<file path="config.mk">
export PLATFORM = sky130hd
export DESIGN_NAME = lfu_cache_replacement_flat
export DESIGN_NICKNAME = d
export VERILOG_FILES = /design/src/hw/rtl/lfu_pkg.sv /design/src/hw/rtl/lfu_req_if.sv /design/src/hw/rtl/lfu_rsp_if.sv /design/src/hw/rtl/lfu_cache_replacement.sv /design/src/hw/rtl/lfu_entry_mem.sv /design/src/flat_wrapper.sv
export VERILOG_INCLUDE_DIRS = /design/src /design/src/hw/rtl
export SDC_FILE = /design/constraint.sdc
export NUM_CORES = 2
export LEC_CHECK = 0
export BUFFER_PORTS_ARGS = -buffer_cell sky130_fd_sc_hd__buf_2
export CAP_MARGIN = 20
export CORE_MARGIN = 4
export CORE_UTILIZATION = 28
export DETAILED_ROUTE_END_ITERATION = 12
export GPL_ROUTABILITY_DRIVEN = 0
export PLACE_DENSITY = 0.38
export SLEW_MARGIN = 20
export SYNTH_ARGS = -nofsm -noshare
export SYNTH_HDL_FRONTEND = slang
export SYNTH_HIERARCHICAL = 1
export SYNTH_SLANG_ARGS = --single-unit
</file>
<file path="constraint.sdc">
create_clock -name clk -period 14.7 [get_ports clk]
set_clock_uncertainty 0.2 [all_clocks]
set_input_delay 3.675 -clock clk [delete_from_list [all_inputs] [get_ports clk]]
set_output_delay 3.675 -clock clk [all_outputs]
set_load 0.01 [all_outputs]
</file>
<file path="src/hw/rtl/lfu_cache_replacement_macros.svh">
// ---------------------------------------------------------------------------
// LFU cache assertion macros
// Shorthand for the concurrent checks of the LFU cache. Each macro expects
// clk and arst_n to be visible where it is used.
// ---------------------------------------------------------------------------
`ifndef LFU_CACHE_REPLACEMENT_MACROS_SVH
`define LFU_CACHE_REPLACEMENT_MACROS_SVH

// The consequent must hold in the same cycle as the antecedent.
`define LFU_ASSERT_NOW(label, ante, cons) \
	label: assert property (@(posedge clk) disable iff (!arst_n) (ante) |-> (cons)) \
	else $error("lfu_cache_replacement: same-cycle check failed");

// The consequent must hold in the cycle after the antecedent.
`define LFU_ASSERT_NEXT(label, ante, cons) \
	label: assert property (@(posedge clk) disable iff (!arst_n) (ante) |=> (cons)) \
	else $error("lfu_cache_replacement: next-cycle check failed");

`endif

</file>
<file path="src/hw/rtl/lfu_pkg.sv">
// ---------------------------------------------------------------------------
// LFU cache package
// Field widths, request codes, fixed values and the sequencer state type.
// ---------------------------------------------------------------------------
`default_nettype none

package lfu_pkg;

	localparam int KEY_W   = 32;
	localparam int COUNT_W = 32;
	localparam int CFG_W   = 5;

	localparam logic [CFG_W-1:0]   CFG_RESET  = 5'd16;
	localparam logic               MODE_GET   = 1'b0;
	localparam logic               MODE_PUT   = 1'b1;
	localparam logic [KEY_W-1:0]   MISS_VALUE = 32'hFFFF_FFFF;
	localparam logic [COUNT_W-1:0] COUNT_ONE  = 32'd1;
	localparam logic [COUNT_W-1:0] COUNT_MAX  = 32'hFFFF_FFFF;

	typedef enum logic [4:0] {
		ST_IDLE   = 5'b00001,
		ST_SCAN   = 5'b00010,
		ST_DECIDE = 5'b00100,
		ST_UPDATE = 5'b01000,
		ST_DONE   = 5'b10000
	} lfu_state_t;

endpackage

`default_nettype wire

</file>
<file path="src/hw/rtl/lfu_req_if.sv">
// ---------------------------------------------------------------------------
// LFU cache request channel
// Valid/ready channel carrying one get or put request.
// ---------------------------------------------------------------------------
`default_nettype none

interface lfu_req_if import lfu_pkg::*; ();
	logic                    valid;
	logic                    ready;
	logic                    mode;
	logic signed [KEY_W-1:0] key;
	logic signed [KEY_W-1:0] put_value;

	modport source (output valid, output mode, output key, output put_value, input ready);
	modport sink (input valid, input mode, input key, input put_value, output ready);
endinterface

`default_nettype wire

</file>
<file path="src/hw/rtl/lfu_rsp_if.sv">
// ---------------------------------------------------------------------------
// LFU cache response channel
// Valid/ready channel carrying the outcome of one request.
// ---------------------------------------------------------------------------
`default_nettype none

interface lfu_rsp_if import lfu_pkg::*; ();
	logic                    valid;
	logic                    ready;
	logic                    hit;
	logic signed [KEY_W-1:0] read_value;
	logic                    evicted;
	logic signed [KEY_W-1:0] evicted_key;

	modport source (output valid, output hit, output read_value, output evicted,
		output evicted_key, input ready);
	modport sink (input valid, input hit, input read_value, input evicted,
		input evicted_key, output ready);
endinterface

`default_nettype wire

</file>
<file path="src/hw/rtl/lfu_cache_replacement.sv">
// ---------------------------------------------------------------------------
// LFU cache with recency tie break
// Key/value store of up to CAPACITY entries that evicts the least frequently
// used entry, breaking ties by the oldest last touch.
// ---------------------------------------------------------------------------
//
//   channel  direction  handshake         payload
//   req      in         valid/ready       mode, key, put_value
//   rsp      out        valid/ready       hit, read_value, evicted, evicted_key
//   cfg      in         cfg_we (no wait)  cfg_wdata = capacity_in_use
//
// A request that changes the store runs a second sweep; one that does not
// (a get miss, or a put with capacity zero) goes from the decision straight
// to the response. The two sweeps come from the single read port of the
// entry memory: one sweep finds the hit, the victim and a free slot, a
// second sweep rewrites use counts and ranks. Reset clears the valid bits,
// the occupancy and the sequencer at once; there is no clearing pass. A
// stalled response holds in the output register while a new request is
// taken and worked on; that request then waits at its end.
//
`default_nettype none

`include "lfu_cache_replacement_macros.svh"

module lfu_cache_replacement import lfu_pkg::*; #(
	parameter int CAPACITY = 16
) (
	input  wire logic             clk,
	input  wire logic             arst_n,
	lfu_req_if.sink               req,
	lfu_rsp_if.source             rsp,
	input  wire logic             cfg_we,
	input  wire logic [CFG_W-1:0] cfg_wdata
);

	// Index width, counter width (holds CAPACITY itself) and compare width.
	localparam int IW   = (CAPACITY > 1) ? $clog2(CAPACITY) : 1;
	localparam int CW   = IW + 1;
	localparam int CMPW = (CW > CFG_W) ? CW : CFG_W;

	localparam logic [IW-1:0]   LAST_IDX = IW'(CAPACITY - 1);
	localparam logic [CW-1:0]   DEPTH_CW = CW'(CAPACITY);
	localparam logic [CMPW-1:0] DEPTH_CM = CMPW'(CAPACITY);

	// One memory word holds everything about an entry except its valid bit.
	// The rank is 0 for the most recently touched valid entry.
	typedef struct packed {
		logic [KEY_W-1:0]   key;
		logic [KEY_W-1:0]   value;
		logic [COUNT_W-1:0] count;
		logic [IW-1:0]      rank;
	} entry_t;

	localparam int EW = $bits(entry_t);

	// Sequencer and sweep pointer.
	lfu_state_t      state_q;
	logic [CW-1:0]   idx_q;
	logic            vld_s1;
	logic [IW-1:0]   idx_s1;

	// Request being served.
	logic             req_mode_q;
	logic [KEY_W-1:0] req_key_q;
	logic [KEY_W-1:0] req_val_q;

	// Findings of the first sweep.
	logic               found_q;
	logic [IW-1:0]      fidx_q;
	logic [KEY_W-1:0]   fval_q;
	logic [COUNT_W-1:0] fcnt_q;
	logic [IW-1:0]      frank_q;
	logic               free_q;
	logic [IW-1:0]      free_idx_q;
	logic               vic_q;
	logic [IW-1:0]      vidx_q;
	logic [COUNT_W-1:0] vcnt_q;
	logic [IW-1:0]      vrank_q;
	logic [KEY_W-1:0]   vkey_q;

	// Plan for the second sweep.
	logic [IW-1:0] tgt_idx_q;
	entry_t        tgt_word_q;
	logic [IW-1:0] old_rank_q;
	logic          all_q;

	// Response waiting for the output register.
	logic             res_hit_q;
	logic [KEY_W-1:0] res_rv_q;
	logic             res_ev_q;
	logic [KEY_W-1:0] res_ek_q;

	// Architectural state kept in flops.
	logic [CAPACITY-1:0] valid_q;
	logic [CW-1:0]       occ_q;
	logic [CFG_W-1:0]    cap_q;

	// Output register.
	logic             ovld_q;
	logic             out_hit_q;
	logic [KEY_W-1:0] out_rv_q;
	logic             out_ev_q;
	logic [KEY_W-1:0] out_ek_q;

	// Memory port signals.
	logic          mem_rd_en;
	logic [IW-1:0] mem_rd_addr;
	logic [EW-1:0] mem_rd_data;
	logic          mem_wr_en;
	logic [IW-1:0] mem_wr_addr;
	logic [EW-1:0] mem_wr_data;
	entry_t        rdw;

	// Decision terms.
	logic [CMPW-1:0]    cap_ext;
	logic [CMPW-1:0]    cap_eff;
	logic [CMPW-1:0]    occ_ext;
	logic               is_put;
	logic               cap_zero;
	logic               do_touch;
	logic               do_evict;
	logic               do_insert;
	logic [COUNT_W-1:0] bumped;
	logic               s1_valid;
	logic               key_match;
	logic               better;
	logic               age_it;
	logic               out_free;
	entry_t             aged_word;
	entry_t             touch_word;
	entry_t             new_word;

	lfu_entry_mem #(
		.DEPTH (CAPACITY),
		.WIDTH (EW),
		.AW    (IW)
	) u_mem (
		.clk     (clk),
		.rd_en   (mem_rd_en),
		.rd_addr (mem_rd_addr),
		.rd_data (mem_rd_data),
		.wr_en   (mem_wr_en),
		.wr_addr (mem_wr_addr),
		.wr_data (mem_wr_data)
	);

	assign rdw = entry_t'(mem_rd_data);

	// Both sweeps read one entry a cycle; the data returns in the next cycle as
	// stage 1. Writes in the update sweep go to the stage 1 entry, so the
	// write always trails the read by one address and never collides.
	assign mem_rd_en   = (state_q == ST_SCAN || state_q == ST_UPDATE) && (idx_q < DEPTH_CW);
	assign mem_rd_addr = idx_q[IW-1:0];

	assign s1_valid  = valid_q[idx_s1];
	assign key_match = s1_valid && (rdw.key == req_key_q);
	// Lowest count wins; among equal counts the oldest (largest rank) wins.
	assign better    = s1_valid && (!vic_q || (rdw.count < vcnt_q)
		|| ((rdw.count == vcnt_q) && (rdw.rank > vrank_q)));

	// Touch and evict-then-insert age the valid entries that were younger
	// than a reference rank; an insert into a free slot ages all.
	assign age_it = s1_valid && (all_q || (rdw.rank < old_rank_q));

	always_comb begin
		aged_word      = rdw;
		aged_word.rank = rdw.rank + IW'(1);
	end

	assign mem_wr_en   = (state_q == ST_UPDATE) && vld_s1 && ((idx_s1 == tgt_idx_q) || age_it);
	assign mem_wr_addr = idx_s1;
	assign mem_wr_data = (idx_s1 == tgt_idx_q) ? EW'(tgt_word_q) : EW'(aged_word);

	// Capacity in use, clamped to the number of slots.
	assign cap_ext = CMPW'(cap_q);
	assign cap_eff = (cap_ext > DEPTH_CM) ? DEPTH_CM : cap_ext;
	assign occ_ext = CMPW'(occ_q);

	assign is_put    = (req_mode_q == MODE_PUT);
	assign cap_zero  = (cap_eff == '0);
	assign do_touch  = found_q && (!is_put || !cap_zero);
	assign do_evict  = is_put && !cap_zero && !found_q && (occ_ext >= cap_eff) && vic_q;
	assign do_insert = is_put && !cap_zero && !found_q && !do_evict && free_q;
	assign bumped    = (fcnt_q == COUNT_MAX) ? fcnt_q : (fcnt_q + COUNT_ONE);

	always_comb begin
		touch_word.key   = req_key_q;
		touch_word.value = is_put ? req_val_q : fval_q;
		touch_word.count = bumped;
		touch_word.rank  = '0;
		new_word.key     = req_key_q;
		new_word.value   = req_val_q;
		new_word.count   = COUNT_ONE;
		new_word.rank    = '0;
	end

	assign out_free = !ovld_q || rsp.ready;

	// Control state.
	always_ff @(posedge clk or negedge arst_n) begin
		if (!arst_n) begin
			state_q <= ST_IDLE;
			idx_q   <= '0;
			vld_s1  <= 1'b0;
			idx_s1  <= '0;
			found_q <= 1'b0;
			free_q  <= 1'b0;
			vic_q   <= 1'b0;
			valid_q <= '0;
			occ_q   <= '0;
			cap_q   <= CFG_RESET;
			ovld_q  <= 1'b0;
		end else begin
			vld_s1 <= mem_rd_en;
			if (mem_rd_en) begin
				idx_q  <= idx_q + CW'(1);
				idx_s1 <= idx_q[IW-1:0];
			end
			if (cfg_we) begin
				cap_q <= cfg_wdata;
			end
			// The output register loads when the sequencer finishes and drains
			// when the consumer takes the response.
			ovld_q <= (state_q == ST_DONE && out_free) || (ovld_q && !rsp.ready);
			unique case (state_q)
				ST_IDLE: begin
					if (req.valid) begin
						state_q <= ST_SCAN;
						idx_q   <= '0;
						found_q <= 1'b0;
						free_q  <= 1'b0;
						vic_q   <= 1'b0;
					end
				end
				ST_SCAN: begin
					if (vld_s1) begin
						if (key_match && !found_q) begin
							found_q <= 1'b1;
						end
						if (!s1_valid && !free_q) begin
							free_q <= 1'b1;
						end
						if (better) begin
							vic_q <= 1'b1;
						end
						if (idx_s1 == LAST_IDX) begin
							state_q <= ST_DECIDE;
						end
					end
				end
				ST_DECIDE: begin
					idx_q <= '0;
					if (do_touch || do_evict || do_insert) begin
						state_q <= ST_UPDATE;
					end else begin
						state_q <= ST_DONE;
					end
					if (do_insert) begin
						valid_q[free_idx_q] <= 1'b1;
						occ_q               <= occ_q + CW'(1);
					end
				end
				ST_UPDATE: begin
					if (vld_s1 && (idx_s1 == LAST_IDX)) begin
						state_q <= ST_DONE;
					end
				end
				ST_DONE: begin
					if (out_free) begin
						state_q <= ST_IDLE;
					end
				end
				default: begin
					state_q <= ST_IDLE;
				end
			endcase
		end
	end

	// Payload registers.
	always_ff @(posedge clk) begin
		if (state_q == ST_IDLE && req.valid) begin
			req_mode_q <= req.mode;
			req_key_q  <= req.key;
			req_val_q  <= req.put_value;
		end
		if (state_q == ST_SCAN && vld_s1) begin
			if (key_match && !found_q) begin
				fidx_q  <= idx_s1;
				fval_q  <= rdw.value;
				fcnt_q  <= rdw.count;
				frank_q <= rdw.rank;
			end
			if (!s1_valid && !free_q) begin
				free_idx_q <= idx_s1;
			end
			if (better) begin
				vidx_q  <= idx_s1;
				vcnt_q  <= rdw.count;
				vrank_q <= rdw.rank;
				vkey_q  <= rdw.key;
			end
		end
		if (state_q == ST_DECIDE) begin
			res_hit_q <= found_q;
			res_rv_q  <= is_put ? '0 : (found_q ? fval_q : MISS_VALUE);
			res_ev_q  <= do_evict;
			res_ek_q  <= do_evict ? vkey_q : '0;
			if (do_touch) begin
				tgt_idx_q  <= fidx_q;
				tgt_word_q <= touch_word;
				old_rank_q <= frank_q;
				all_q      <= 1'b0;
			end else if (do_evict) begin
				// The victim leaves and the new key takes its slot at rank 0:
				// entries younger than the victim age, older ones keep rank.
				tgt_idx_q  <= vidx_q;
				tgt_word_q <= new_word;
				old_rank_q <= vrank_q;
				all_q      <= 1'b0;
			end else begin
				tgt_idx_q  <= free_idx_q;
				tgt_word_q <= new_word;
				old_rank_q <= '0;
				all_q      <= 1'b1;
			end
		end
		if (state_q == ST_DONE && out_free) begin
			out_hit_q <= res_hit_q;
			out_rv_q  <= res_rv_q;
			out_ev_q  <= res_ev_q;
			out_ek_q  <= res_ek_q;
		end
	end

	assign req.ready       = (state_q == ST_IDLE);
	assign rsp.valid       = ovld_q;
	assign rsp.hit         = out_hit_q;
	assign rsp.read_value  = out_rv_q;
	assign rsp.evicted     = out_ev_q;
	assign rsp.evicted_key = out_ek_q;

	`LFU_ASSERT_NOW(a_no_rw_collision, mem_wr_en && mem_rd_en, mem_wr_addr != mem_rd_addr)
	`LFU_ASSERT_NOW(a_occ_tracks_valid, state_q != ST_DECIDE, $countones(valid_q) == int'(occ_q))
	`LFU_ASSERT_NEXT(a_accept_starts_scan, req.valid && req.ready, state_q == ST_SCAN)
	`LFU_ASSERT_NOW(a_evict_on_put_miss, state_q == ST_DONE && res_ev_q, req_mode_q == MODE_PUT && !res_hit_q)

endmodule

`default_nettype wire

</file>
<file path="src/hw/rtl/lfu_entry_mem.sv">
// ---------------------------------------------------------------------------
// LFU cache entry memory
// Simple dual-port synchronous RAM, one write and one registered read.
// ---------------------------------------------------------------------------
`default_nettype none

module lfu_entry_mem #(
	parameter int DEPTH = 16,
	parameter int WIDTH = 100,
	parameter int AW    = 4
) (
	input  wire logic             clk,
	input  wire logic             rd_en,
	input  wire logic [AW-1:0]    rd_addr,
	output logic      [WIDTH-1:0] rd_data,
	input  wire logic             wr_en,
	input  wire logic [AW-1:0]    wr_addr,
	input  wire logic [WIDTH-1:0] wr_data
);

	logic [WIDTH-1:0] mem [DEPTH];
	logic [WIDTH-1:0] rd_data_q;

	always_ff @(posedge clk) begin
		if (wr_en) begin
			mem[wr_addr] <= wr_data;
		end
		if (rd_en) begin
			rd_data_q <= mem[rd_addr];
		end
	end

	assign rd_data = rd_data_q;

endmodule

`default_nettype wire
</file>
<file path="src/flat_wrapper.sv">
// flat-port wrapper written by rule: the top's interface ports become plain ports
module lfu_cache_replacement_flat import lfu_pkg::*;
#(
	parameter int CAPACITY = 16
)
  (clk, arst_n, cfg_we, cfg_wdata, req_valid, req_mode, req_key, req_put_value, req_ready, rsp_valid, rsp_hit, rsp_read_value, rsp_evicted, rsp_evicted_key, rsp_ready);
  lfu_req_if req_i ();
  lfu_rsp_if rsp_i ();
  input  wire logic clk;
  input  wire logic arst_n;
  input  wire logic cfg_we;
  input  wire logic [CFG_W-1:0] cfg_wdata;
  input wire logic [$bits(req_i.valid)-1:0] req_valid;
  input wire logic [$bits(req_i.mode)-1:0] req_mode;
  input wire logic [$bits(req_i.key)-1:0] req_key;
  input wire logic [$bits(req_i.put_value)-1:0] req_put_value;
  output wire logic [$bits(req_i.ready)-1:0] req_ready;
  output wire logic [$bits(rsp_i.valid)-1:0] rsp_valid;
  output wire logic [$bits(rsp_i.hit)-1:0] rsp_hit;
  output wire logic [$bits(rsp_i.read_value)-1:0] rsp_read_value;
  output wire logic [$bits(rsp_i.evicted)-1:0] rsp_evicted;
  output wire logic [$bits(rsp_i.evicted_key)-1:0] rsp_evicted_key;
  input wire logic [$bits(rsp_i.ready)-1:0] rsp_ready;
  assign req_i.valid = req_valid;
  assign req_i.mode = req_mode;
  assign req_i.key = req_key;
  assign req_i.put_value = req_put_value;
  assign req_ready = req_i.ready;
  assign rsp_valid = rsp_i.valid;
  assign rsp_hit = rsp_i.hit;
  assign rsp_read_value = rsp_i.read_value;
  assign rsp_evicted = rsp_i.evicted;
  assign rsp_evicted_key = rsp_i.evicted_key;
  assign rsp_i.ready = rsp_ready;
  lfu_cache_replacement #(.CAPACITY(CAPACITY)) u_core (.clk(clk), .arst_n(arst_n), .req(req_i), .rsp(rsp_i), .cfg_we(cfg_we), .cfg_wdata(cfg_wdata));
endmodule
</file>
## After elaboration in Yosys (flattened, before gate mapping)

Memories as Yosys holds them, arrays and structs flattened. A register that Yosys moved wholly into a read port is not among the register bits.
Cells that the tools add are included.

- Register bits: 499
- Bits in writable memories: 1,600
- Output and inout port bits: 68
- Word-level logic and storage cells: 159
- Memories: 1

Memory list:

| memory | words | width | rd ports | clocked after memory_dff | wr ports | RTL line | source |
|---|---|---|---|---|---|---|---|
| u_core.u_mem.mem | 16 | 100 | 1 | 1 | 1 | lfu_entry_mem.sv:21 | `logic [WIDTH-1:0] mem [DEPTH];` |

- Add/sub/neg operators: 4
- Order comparisons: 9
- Equal/unequal tests: 18
- Mux-type cells: 37
- Bitwise logic cells: 1
- Reduce and logical (&&, ||, !) cells: 51

Operators with widths:

| operator | count |
|---|---|
| 100-bit 2-to-1 mux | 1 |
| 32-bit 2-to-1 mux | 3 |
| 68-bit 2-to-1 mux | 1 |
| 32-bit equality test | 2 |
| 5-bit 2-to-1 mux | 9 |
| 32-bit by 1-bit adder with 32-bit output (second input constant) | 1 |
| 32-bit equality test (second input constant) | 1 |
| 32-bit less-than comparator | 1 |
| 5-bit one-hot mux with 5 select lines | 1 |
| 1-bit logical AND | 22 |
| 4-bit 2-to-1 mux | 4 |
| 16-bit OR | 1 |
| 1-bit 2-to-1 mux | 12 |
| 4-bit AND reduction | 3 |
| 5-bit by 1-bit adder with 5-bit output (second input constant) | 2 |
| 1-bit logical OR | 10 |
| 4-bit by 5-bit less-than comparator with 1-bit output (second input constant) | 2 |
| 2-bit inequality test (second input constant) | 5 |
| 5-bit one-hot mux with 2 select lines | 1 |
| 1-bit logical NOT | 9 |
| 2-bit AND reduction | 4 |
| 2-bit by 1-bit inequality test with 1-bit output (second input constant) | 3 |
| 1-bit one-hot mux with 2 select lines | 3 |
| 5-bit by 1-bit equality test with 1-bit output (second input constant) | 1 |
| other kinds (18) | 18 |

## Logic depth before layout (Yosys ltp)

- Depth after elaboration: 14
- Depth in mapped cells: 10
- Gate-level depth less buffers: 8

## Cells and area by module

Netlist, hierarchy kept.

Modules (own cells, without submodules):

| module | instances | cells each | area an instance (um2) | seq. area each (um2) |
|---|---|---|---|---|
| lfu_entry_mem | 1 | 2,560 | 62,782.7 | 51,049.0 |
| lfu_cache_replacement | 1 | 1,331 | 20,282.0 | 14,641.5 |

## Least setup slack after synthesis

No wires, ideal clock.

- Path kind: register to register
- Start point: reg u_core.idx_s1[0]
- End point: mem u_core.u_mem.mem[0][0], enable pin
- Arrival: 9,654 ps
- Data required time: 13,819 ps
- Slack: 4,165 ps
- Cell stages (with the launch flop): 10
- Buffers on the path: 3
- Clock period less this slack: 10,535 ps
- Cells stage by stage: dfrtp_1 > clkbuf_1 > xor2_1 > nor4_1 > clkbuf_1 > clkbuf_1 > nor2_1 > a211oi_1 > or3b_2 > nor3_1

- Longest elaborated chain between the ends: 7
- Elaborated cells on any way between the ends: 8
- Classes of those cells: eq/ne (1); mux (4); reduce/logical (3)

Ends and longest elaborated chain:

| what | RTL line | source |
|---|---|---|
| from (decl) | lfu_cache_replacement.sv:60 | `logic [IW-1:0] idx_s1;` |
| from (signal assigned) | lfu_cache_replacement.sv:217 | `idx_s1 <= idx_q[IW-1:0];` |
| 1-bit binary-select mux with 4-bit select | lfu_cache_replacement.sv:155 | `assign s1_valid = valid_q[idx_s1];` |
| 1-bit 2-to-1 mux (not written as such) | lfu_cache_replacement.sv:155 |  |
| 1-bit logical AND | lfu_cache_replacement.sv:163 | `assign age_it = s1_valid && (all_q \|\| (rdw.rank < old_rank_q));` |
| 1-bit logical OR (*) | lfu_cache_replacement.sv:170 | `assign mem_wr_en = (state_q == ST_UPDATE) && vld_s1 && ((idx_s1 == tgt_idx_q) \|\| age_it);` |
| 1-bit logical AND (*) | lfu_cache_replacement.sv:170 |  |
| via u_core.mem_wr_en | lfu_cache_replacement.sv:109 | `logic mem_wr_en;` |
| 1-bit 2-to-1 mux (*) | lfu_entry_mem.sv:25 | `if (wr_en) begin` |
| 1-bit 2-to-1 mux (not written as such) (*) | lfu_entry_mem.sv:26 | `mem[wr_addr] <= wr_data;` |
| to (decl) | lfu_entry_mem.sv:21 |  |

Mark *: on every way through the listed nets, which the timed path passes. The rest lies on a longest branch. The select of a mux whose other input is x is not followed.

## Worst setup path after layout

- Start point: reg u_core.idx_s1[0]
- End point: mem u_core.u_mem.mem[9][62], enable pin

The elaborated chain is that of the path after synthesis.

==> flow_summary.json <==
{
  "status": "completed",
  "critical-path-top-delay-family": "buffers and inverters",
  "dieWidth_um": 553,
  "ys_top_cells_by_area": "edfxtp_1, mux4_2, a22oi_1",
  "holdPathStages": 0,
  "p_per_area_mw_per_mm2": 163,
  "critical_path_peak_fanout": 103,
  "via_per_inst": 4.73,
  "path_common_cell": "buf_4",
  "dr.pass1.iters": 7,
  "clkPwrFrac_pct": 40.1,
  "dpl_worst_slack_ns": 8.30,
  "critPathBufInv": 3,
  "tightest_slew_ns": 1.24,
  "fin_util_pct": 33.0,
  "final_nets": 4317,
  "numPortBuffers": 142,
  "cts_sinks": 2195,
  "track_usage_pct": 14.4,
  "rsz0062_at_grt": "no",
  "timing.rr.start": "u_core/idx_s1[0]",
  "fin_tns_setup_ns": 0,
  "clockBufferDepth": 4,
  "ys.flop_type": "edfxtp_1",
  "grt_max_degree": 104,
  "min_period_ns": 6.21,
  "row_count": 199,
  "setup_ws_ns": 8.49,
  "drt-initial-drc-count": 2988,
  "yosysUniqueCellTypes": 58,
  "switching_share_pct": 24.6,
  "min_path_type": "reg -> reg",
  "min-delay-start": "u_core/res_rv_q[10]",
  "ys_warn_count": 6,
  "finalSetupViolCount": 0,
  "grt_pass1_vias": 42100,
  "syn_inst": 3891,
  "netlist.area_leader.share_pct": 77.7,
  "slew_violations": 0,
  "antenna_found_initial": 11,
  "finalHoldViolations": 0,
  "synthesis.nets": 4014,
  "rr_endpoint": "u_core/u_mem/mem[9][62]",
  "synth_area_per_cell_sq_um": 21.3,
  "hold_buffers": 0,
  "root_buffer": "clkbuf_16",
  "ys_ff_latch": 2195,
  "insertion_delay_ns": 0.89,
  "drv_cap": 0,
  "dpl_cell_area_sq_mm": 0.0887,
  "async_reset_ff_share_pct": 2.05,
  "r2r_cells": 9,
  "top_level_ports": 143,
  "cp.arrival_ns": 6.43,
  "vias": 39300,
  "rrSetupSlack_ns": 8.49,
  "maxSlewHeadroom_pct": 16.6,
  "cp_slowest_cell": "buf_4",
  "cts_tree": "yes",
  "end_kind": "flip-flop",
  "post_cts.repair.setup_buffers": 0,
  "grt_overflow": 0,
  "min_period_over_period_pct": 42.2,
  "power_frac_comb_pct": 11.5,
  "start_util_pct": 28.2,
  "dp_hpwl_mm": 116,
  "h-tree-depth": 5,
  "drive_above_1_share_pct": 26.1,
  "cp.required_ns": 14.92,
  "hold_path_end": "u_core/rsp.read_value[10]",
  "design_area_sq_mm": 0.0971,
  "ys_seq_area_share_pct": 79.1,
  "switchingPower_w": 0.00389,
  "clk_pin_slew_ns": 0.06,
  "syn_to_final_growth_pct": 16.9,
  "routedWlPerCell_um": 26.8,
  "pwr-share-seq_pct": 48.4,
  "cts_buffers": 263,
  "p_leak_nw": 30.5,
  "synth_area_sq_mm": 0.0831,
  "synth_edf_count": 2150,
  "ir_worst_vdd_mv": 0.0823,
  "coreArea_sq_mm": 0.295,
  "netlist.top_cell.by_area": "edfxtp_1",
  "path_class": "reg -> reg",
  "die_h_um": 553,
  "path_cells": "xor2_1 -> nor4_2 -> buf_12 -> nor2_1 -> a211oi_1 -> nand3b_1 -> nor2_4 -> buf_4 -> buf_4",
  "post_cts_resized": 0,
  "power.total_w": 0.0158,
  "routed_wirelength_mm": 223,
  "critPathLaunchType": "flip-flop",
  "slowest_delay_ns": 0.87,
  "grt_pass1_wl_mm": 321,
  "remaining_drc_errors": 0,
  "fmax_mhz": 161,
  "power.internal_w": 0.0119,
  "die-area_sq_mm": 0.305,
  "final_antenna_net_count": 0
}
stage by stage:
stage	hold WS, ns	cells
floorplan	0.200	3891
global placement	0.203	7847
detailed placement	0.206	7847
CTS	0.217	8311
global route	0.222	8313
finish	0.211	8317
logic make-up after synthesis:
| group | share of synthesized area [%] |
|---|---|
| AOI/OAI and AO/OA | 3.27 |
| xor gates and xnor gates | 0.485 |
| adders and majority gates | 0.723 |
| buffers and inverters | 1.50 |
| DFF | 79.1 |
| muxes | 12.4 |
| and+or+nand+nor | 2.51 |
per-layer routing:
metal  global-route usage [%]  part of all wire (%)  vias up
met5                        0                     0        -
met4                     3.35                   2.0        0
met3                     1.99                   3.8      301
met2                     23.3                    47      765
met1                     20.6                    47    21400
li1                         -                     -    16800
worst max-delay path by stage:
stage	start	to	slack (ns)	cells after the start
6_report	u_core/idx_s1[0]	u_core/u_mem/mem[9][62]	8.49	9
5_1_grt	u_core/idx_s1[0]	u_core/u_mem/mem[9][62]	7.97	9
4_1_cts	u_core/idx_s1[0]	u_core/u_mem/mem[9][53]	8.25	9
3_5_place_dp	u_core/idx_s1[0]	u_core/u_mem/mem[9][50]	8.30	9
3_3_place_gp	u_core/idx_s1[0]	u_core/u_mem/mem[9][63]	8.29	9
2_1_floorplan	u_core/idx_s1[0]	u_core/u_mem/mem[0][0]	4.16	9
power by group through the flow:
stage / Sequential, W / Combinational (W) / Clock [W]
global route: 0.00767 / 0.00202 / 0.00684
CTS: 0.00766 / 0.00190 / 0.00656
floorplan: 0.00768 / 0.00130 / 0
finish: 0.00765 / 0.00182 / 0.00634
detailed placement: 0.00778 / 0.00190 / 0
global placement: 0.00779 / 0.00188 / 0
cells in the final DEF (no fill, tap or decap), types with 9 or more instances in the layout:
| cell type | instances |
|---|---|
| a21oi_1 | 73 |
| a22oi_1 | 200 |
| a31o_2 | 9 |
| and3_1 | 41 |
| buf_12 | 10 |
| buf_2 | 142 |
| buf_4 | 71 |
| bufinv_16 | 22 |
| clkbuf_1 | 48 |
| clkbuf_16 | 270 |
| clkinv_1 | 58 |
| clkinv_2 | 42 |
| clkinv_8 | 10 |
| dfrtp_1 | 40 |
| edfxtp_1 | 2150 |
| ha_1 | 48 |
| inv_1 | 82 |
| mux2_2 | 104 |
| mux4_2 | 404 |
| nand2_1 | 180 |
| nand3_1 | 31 |
| nand4_1 | 21 |
| nor2_1 | 30 |
| nor2_4 | 13 |
| nor2b_1 | 10 |
| nor4_1 | 10 |
| o21ai_0 | 55 |
| o31ai_1 | 15 |
| or4_1 | 25 |
| xnor2_1 | 11 |
| xor2_1 | 34 |
cells in the mapped netlist (all sizes together) (9+ instances only):
| cell type | instances |
|---|---|
| o31ai | 16 |
| a21oi | 73 |
| nor2 | 44 |
| dfrtp | 43 |
| or4 | 25 |
| inv | 84 |
| nand4 | 22 |
| nor2b | 14 |
| a31o | 9 |
| mux4 | 404 |
| mux2 | 104 |
| edfxtp | 2150 |
| a22oi | 200 |
| and3 | 41 |
| xor2 | 35 |
| clkbuf | 88 |
| nand2 | 181 |
| nand3 | 31 |
| ha | 48 |
| xnor2 | 11 |
| nor4 | 12 |
| buf | 97 |
| nor3 | 13 |
| o21ai | 55 |
sequential cells by signal, indices dropped and copies added (netlist names), 5 cells and up:
name and flops:
u_core/tgt_word_q 96, u_core/fcnt_q 32, u_core/u_mem/rd_data 100, u_core/vkey_q 32, u_core/vcnt_q 32, u_core/u_mem/mem 1600
u_core/res_rv_q 32, u_core/idx_q 5, u_core/state_q 5, u_core/res_ek_q 32, u_core/occ_ext 5, u_core/req_key_q 32
u_core/valid_q 16, u_core/rsp.read_value 32, u_core/req_val_q 32, u_core/rsp.evicted_key 32, u_core/fval_q 32, u_core/cap_ext 5
worst register-to-register path: cells and delay by family, from the launching register on:
kind | cells | cell delay [ns]
AOI/OAI and AO/OA | 1 | 0.52
xor gates and xnor gates | 1 | 0.17
buffers and inverters | 3 | 2.34
DFF | 1 | 0.85
and+or+nand+nor | 4 | 1.69
cell type report:
type                            instances  area [sq um]
Clock inverter                        144          1420
Sequential cell                      2195         65700
Multi-Input combinational cell       1426         16300
Timing Repair Buffer                  223          1440
Clock buffer                          320          6960
Antenna cell                            5          12.5
Inverter                               85           329
Fill cell                           27800        197000
Tap cell                             3919          4900
Note: power is estimated with default switching activity, not from simulation.
